## config.mk

```make
export PLATFORM = sky130hd
export DESIGN_NAME = wsat_ram
export DESIGN_NICKNAME = d
export VERILOG_FILES = /design/src/rtl/wsat_ram.sv
export SDC_FILE = /design/constraint.sdc
export NUM_CORES = 1
export LEC_CHECK = 0
export ABC_AREA = 1
export BUFFER_PORTS_ARGS = -buffer_cell sky130_fd_sc_hd__buf_2
export CORE_MARGIN = 2
export CORE_UTILIZATION = 45
export DETAILED_ROUTE_END_ITERATION = 8
export GPL_TIMING_DRIVEN = 0
export PLACE_DENSITY = 0.67
export SLEW_MARGIN = 15
export SYNTH_ARGS = -nofsm -noshare
export SYNTH_HDL_FRONTEND = slang
export SYNTH_SLANG_ARGS = --single-unit
```

## constraint.sdc

```tcl
create_clock -name clk -period 3.1 [get_ports clk]
set_input_delay 0.62 -clock clk [delete_from_list [all_inputs] [get_ports clk]]
set_output_delay 0.62 -clock clk [all_outputs]
set_load 0.02 [all_outputs]
```

## src/rtl/wsat_ram.sv

```systemverilog
// Generic single-port RAM with registered read.
`default_nettype none
module wsat_ram #(
  parameter int WIDTH = 8,
  parameter int DEPTH = 32
) (
  input  wire logic                     clk,
  input  wire logic                     we,
  input  wire logic [$clog2(DEPTH)-1:0] addr,
  input  wire logic [WIDTH-1:0]         wdata,
  output logic      [WIDTH-1:0]         rdata
);
  logic [WIDTH-1:0] mem [DEPTH];
  always_ff @(posedge clk) begin
    if (we) begin
      mem[addr] <= wdata;
    end
    rdata <= mem[addr];
  end
endmodule
`default_nettype wire

```

==> summary.md, run 1 <==
| Metric | Value |
|---|---|
| Outcome | complete, no violations |
| GRT Overall Usage | a little over a fifth |
| Synthesized flop and latch total | 264 |
| Mapped Nets | approximately 1100 |
| Hold Fails Final Rpt | 0 |
| Switching pwr | roughly 1.6 mW |
| DRT Pass-1 Iters | 7 |
| Die Y | roughly 160 µm |
| DR vias/cell | 5.03 |
| Final worst path period share | a little under nine tenths |
| Clk pwr share | approximately two fifths |
| Fmax | approximately 0.38 GHz |
| # diodes | 0 |
| Post-layout nets | ~1100 |
| Worst Tran Pin Value | approximately 0.86 ns |
| Req. time, crit path | approximately 3.3 ns |
| RSZ-0062 raised after global routing | false |
| Crit Path Class | primary input to flip-flop |
| Relative slew slack | 42.5% |
| IO Pins | 23 |
| Reg2Reg Depth | 8 |
| Cell variety after synth | 12 |
| GR peak layer | met2 |
| Synth Instances | 1063 |
| Initial antenna violation count | 0 |
| Setup crit end kind | flip-flop |
| Hold depth | 1 |
| CP arrival | about 2.8 ns |
| Vias after detailed routing | approximately 7300 |
| Hold Crit Start | wdata[5] |
| Post-DP Area | 11500 µm² |
| Crit Reg-Reg Startpoint | mem[0][3] |
| Final HPWL DP | about 17 mm |
| Final wirelength | 26.9 mm |
| Initial DRC Count | about 770 |
| Std cell rows | between 50 and 60 |
| Max stage delay on crit path | approximately 0.88 ns |
| Int Pwr | around 5.8 mW |
| DRC | 0 |
| Layout cells sized above 1 | 9.32% |
| CTS Sinks | 264 |
| Worst r2r dst | rdata[3] |
| Met3 Use GR | 3.06% |
| Crit start category | primary input |
| Depth of the CTS H-tree | 1 |
| Power density over cell area | 602 nW/µm² |
| Remaining Overflow, GRT | 0 |
| GRT met2 Usage | between 30% and 40% |
| Post-route setup slack | ~0.46 ns |
| Die X | around 160 µm |
| Clk_skew | roughly 0.0080 ns |
| Endpoint, Worst Hold | mem[18][5] |
| Setup_tns | 0 ns |
| CTS root buf | clkbuf_16 |
| Sequential element share of the synthesized area | 71.4% |
| Synth Warn # | 0 |
| IO buf count | 18 |
| Most area-hungry cell type in the Yosys netlist | edfxtp_1 |
| Die area | ~26000 µm² |
| Worst R2R Setup Slack | around 1.9 ns |
| Post-CTS Hold Buffers | 0 |
| Final setup violation count | 0 |
| Combinational fraction of design power | about 6.6% |
| CORE AREA | around 24000 µm² |
| Minimum clock period | between 2 and 3 ns |
| Max Cap Viol | 0 |
| Postcts setup bufs | 0 |
| Placed cells | 1405 |
| Pin count of the biggest net entering global routing | 33 |
| DP Worst Slack | -0.0271 ns |
| CP Max Fanout | 10 |
| Syn Std Cell Area | ~11000 µm² |
| # resized after CTS | 0 |
| Fin. max-slew vios | 0 |
| Area Growth Syn to Fin | 11.6% |
| First-pass GRT wire length | a little over 40 mm |
| Initial Utilization | 45.4% |
| Met1 usage | 29.3% |
| VDD IR max | between 0.4 and 0.5 mV |
| Hold Path Class | primary input to flip-flop |
| Top-area cell type share of the netlist area | between 60% and 70% |
| Reg clk slew, reported paths | around 0.060 ns |
| Skew-Pair Late Insertion Delay | 0.53 ns |
| Leading post-synthesis cells by cell area | edfxtp_1 (70%), nand2_1 (23%), nor2_1 (1.6%), dfxtp_1 (1.5%), buf_2 (1.1%) |
| WL per Instance | ~19 µm |
| CTS tree | built |
| Non-filler cells, final | ~1500 |
| Switching part of the total | roughly 22% |
| Vias in the first global route | about 7000 |
| Mapped Avg Cell Area | 10.3 µm² |
| Post-route ant nets | 0 |
| CTS buffer count | 26 |
| Most frequent CP cell | buf_2 |
| Clock buffer depth | 3 |
| CP cell instances | buf_2, inv_2, buf_2, buf_2, nand3_1, nor2_1 |
| GP Congestion | around 0.97 |
| Final design area excluding fillers | between 10000 and 15000 µm² |
| Worst-path cell with the longest stage delay | nor2_1 |
| LEAKAGE | 5.09 nW |
| Reg power frac | between 50% and 60% |
[cell families (layout without fill, tap and decap cells)]
kind of cell           count (synthesis)  count (layout)  share of synthesized area [%]
and+or+nand+nor                      740             740                           25.8
DFF                                  264             264                           71.4
buffers and inverters                 59             123                           2.80
[layout make-up]
cell class | count | area, µm²
fill | 2131 | 11900
sequential | 264 | 7850
timing repair buffer | 18 | 90.1
clock buffer | 36 | 709
tap | 324 | 405
inverter | 13 | 48.8
multi-input combinational | 740 | 2830
buffer | 46 | 259
clock inverter | 10 | 68.8
[power groups by stage]
stage               combinational [mW]  sequential, mW  clock [mW]
detailed placement               0.481            4.06           0
finish                           0.485            3.98        2.92
CTS                              0.483            3.98        2.96
global placement                 0.475            4.06           0
global route                     0.533            3.98        3.10
floorplan                        0.258            4.07           0
[cells in the final DEF (no fill, tap or decap)]
cell type,n
buf_2,42
buf_4,13
buf_6,1
bufinv_16,1
clkbuf_1,17
clkbuf_16,27
clkinv_1,5
clkinv_2,4
dfxtp_1,8
edfxtp_1,256
inv_1,4
inv_2,9
nand2_1,680
nand3_1,4
nor2_1,48
nor3_2,8
[through the flow]
step	utilization (%)	power (mW)	hold slack [ns]
after detailed placement	47.5	4.54	0.727
after global routing	50.7	7.62	0.677
after global placement	47.5	4.53	0.728
final	50.7	7.39	0.675
after CTS	50.7	7.43	0.653
after floorplan	-	4.33	0.645
[Yosys cell counts (all sizes together)]
library cell / n
nor2: 48
dfxtp: 8
edfxtp: 256
nor3: 8
inv: 13
buf: 38
clkbuf: 8
nand2: 680
nand3: 4
[worst max-delay path: cells and delay by family]
kind / cells / cell delay, ns
AND/OR/NAND/NOR: 2 / 1.42
buffers and inverters: 4 / 0.73
[state kept, by name (all words and copies together), names as in the netlist]
register / count
rdata: 8
mem: 256
[worst max-delay path by stage]
stage | from | end | slack, ns | cells after the start
6_report | addr[1] | mem[13][6] | 0.46 | 6
4_1_cts | addr[1] | mem[13][4] | 0.53 | 6
5_1_grt | addr[1] | mem[12][0] | 0.43 | 6
2_1_floorplan | addr[2] | mem[28][0] | 1.02 | 5
3_3_place_gp | addr[1] | mem[13][1] | -0.0008 | 6
3_5_place_dp | addr[1] | mem[13][2] | -0.03 | 6
[metal layers]
| metal | vias up | part of all wire, % |
|---|---|---|
| met5 | - | 0 |
| met4 | 0 | 3.4 |
| li1 | 3528 | - |
| met3 | 57 | 8.0 |
| met1 | 3422 | 40 |
| met2 | 298 | 48 |
(Power assumes the default switching activity.)
==> run 2: changes to the inputs <==
CTS_BUF_LIST = sky130_fd_sc_hd__clkbuf_4   (was not set)
==> run 2 against run 1 <==
Effect of this change:
- maximum frequency up 4.7%
- clock skew up 0.051 ns
- sequential share of layout area down 0.29 points
- global-route usage up 0.56 points
- die area unchanged
- combinational power about the same
- wire length up 1.9%
- hold slack worse by 0.15 ns
- critical path depth unchanged
- utilization up 0.23 points
- via count up 4.3%
- worst setup slack better by 0.12 ns
- critical endpoint is now mem[13][2]
==> summary.md, run 2 (synthesized netlist as in run 1, its figures left out) <==
| Metric | Value |
|---|---|
| Outcome | complete, no violations |
| Fin util | between 50% and 60% |
| Relative slew slack | about two fifths |
| Max Cap Viol | 0 |
| Launch point of the worst path | addr[1] |
| Switching pwr | about 1.8 mW |
| Crit start category | primary input |
| First-pass GRT wire length | 41.5 mm |
| CTS tree | built |
| Combinational fraction of design power | under 10% |
| Setup crit end kind | flip-flop |
| GRT Overall Usage | 21.8% |
| Postcts setup bufs | 0 |
| CTS buffer count | slightly below 70 |
| Die X | 160 µm |
| Clock buffer depth | 3 |
| Total power | around 7.3 mW |
| Largest Register | mem |
| Die area | around 26000 µm² |
| Worst Tran Pin Value | between 0.8 and 0.9 ns |
| Reg clk slew, reported paths | approximately 0.06 ns |
| DRT Pass-1 Iters | 6 |
| WL per Instance | about 18 µm |
| DRC | 0 |
| Post-route ant nets | 0 |
| Reg power frac | 54.2% |
| # resized after CTS | 0 |
| Skew-Pair Late Insertion Delay | roughly 0.7 ns |
| Final setup violation count | 0 |
| GP Congestion | approximately 0.97 |
| Int Pwr | 5.59 mW |
| Final wirelength | approximately 27 mm |
| Remaining Overflow, GRT | 0 |
| Post-layout nets | 1166 |
| Clk pwr share | slightly below 40% |
| IO buf count | 18 |
| Hold Path Class | primary input to flip-flop |
| DR vias/cell | 5.00 |
| Commonest non-fill, non-tap cell in the layout | nand2_1 |
| Commonest non-fill, non-tap cells in the layout | nand2_1 (680), edfxtp_1 (256), clkbuf_4 (95) |
| Minimum clock period | between 2 and 3 ns |
| Area Growth Syn to Fin | 12.1% |
| DP Worst Slack | -0.0271 ns |
| Initial Utilization | a little under half |
| Initial antenna violation count | 1 |
| VDD IR max | ~0.34 mV |
| Hold slack | roughly 0.52 ns |
| Post-route setup slack | slightly below 0.6 ns |
| Std cell rows | 57 |
| CTS Sinks | ~260 |
| Vias after detailed routing | 7622 |
| Post-CTS Hold Buffers | 0 |
| Final HPWL DP | 17.1 mm |
| Final worst path period share | between 80 and 90% |
| CTS root buf | clkbuf_4 |
| Switching part of the total | a little under a quarter |
| Layout cells sized above 1 | between 10% and 20% |
| Largest register FFs | between 200 and 300 |
| Largest registers | mem: 256 flops, rdata: 8 flops |
| Crit Reg-Reg Startpoint | mem[0][3] |
| Power density over cell area | around 600 nW/µm² |
| LEAKAGE | 5.22 nW |
| Crit Path Class | primary input to flip-flop |
| Hold Fails Final Rpt | 0 |
| Pin count of the biggest net entering global routing | 33 |
| CP Max Fanout | 10 |
| Fin. max-slew vios | 0 |
| RSZ-0062 raised after global routing | false |
| Hold Crit Start | wdata[5] |
| IO Pins | 23 |
| Vias in the first global route | 7311 |
| CP arrival | 2.80 ns |
| Die Y | 160 µm |
| Initial DRC Count | 906 |
| Fmax | slightly below 0.4 GHz |
| CORE AREA | 24200 µm² |
| Req. time, crit path | about 3.4 ns |
| Depth of the CTS H-tree | 3 |
| Clk_skew | between 0.05 and 0.06 ns |
-- run 2: changes by cell type in the layout (fill, tap and decap cells not counted) --
cell	before	now
clkbuf_4	0	95
clkbuf_16	27	0
clkbuf_1	17	8
clkinv_1	5	14
inv_2	9	13
diode_2	0	1
-- run 2: power by group through the flow --
stage / registers, mW / logic, mW / clock network, mW
final: 3.98 / 0.485 / 2.88
after global routing: 3.98 / 0.532 / 3.12
after CTS: 3.98 / 0.482 / 2.92
after detailed placement: 4.06 / 0.481 / 0
after global placement: 4.06 / 0.475 / 0
after floorplan: 4.07 / 0.258 / 0
-- run 2: stage by stage --
stage	TNS, ns	instance area, µm²	cells
finish	0	12300	1524
global route	0	12300	1524
CTS	0	12300	1523
detailed placement	-0.212	11500	1405
global placement	-0.00308	11500	1405
floorplan	0	11000	1063
-- run 2: final cells by class --
| cell class | instances | area (µm²) |
|---|---|---|
| diodes | 1 | 2.50 |
| fillers | 2154 | 11900 |
| flip-flops and latches | 264 | 7850 |
| multi-input cells | 740 | 2830 |
| inverters | 13 | 48.8 |
| clock buffers | 95 | 713 |
| well taps | 324 | 405 |
| repair buffers | 18 | 90.1 |
| clock inverters | 23 | 118 |
| plain buffers | 46 | 259 |
-- run 2: critical path, cell delays in order --
cell and delay, ns:
buf_2 0.13, inv_2 0.06, buf_2 0.26, buf_2 0.29, nand3_1 0.53, nor2_1 0.89
-- run 2: per-layer routing --
metal / track usage [%] / routed length [µm] / share of wire (%) / vias up
met5: 0 / 0 / 0 / -
met4: 9.05 / 958 / 3.5 / 0
met3: 4.44 / 2320 / 8.5 / 72
met2: 35.8 / 13300 / 48 / 388
met1: 28.6 / 10800 / 40 / 3507
li1: - / - / - / 3655
-- run 2: final timing paths --
kind | slack (ns) | cells after the start | endpoint
setup / recovery | 0.58 | 6 | mem[13][2]
hold / removal | 0.52 | 1 | mem[7][5]
setup reg to reg | 1.88 | 8 | rdata[3]
hold reg to reg | 0.76 | 8 | rdata[2]
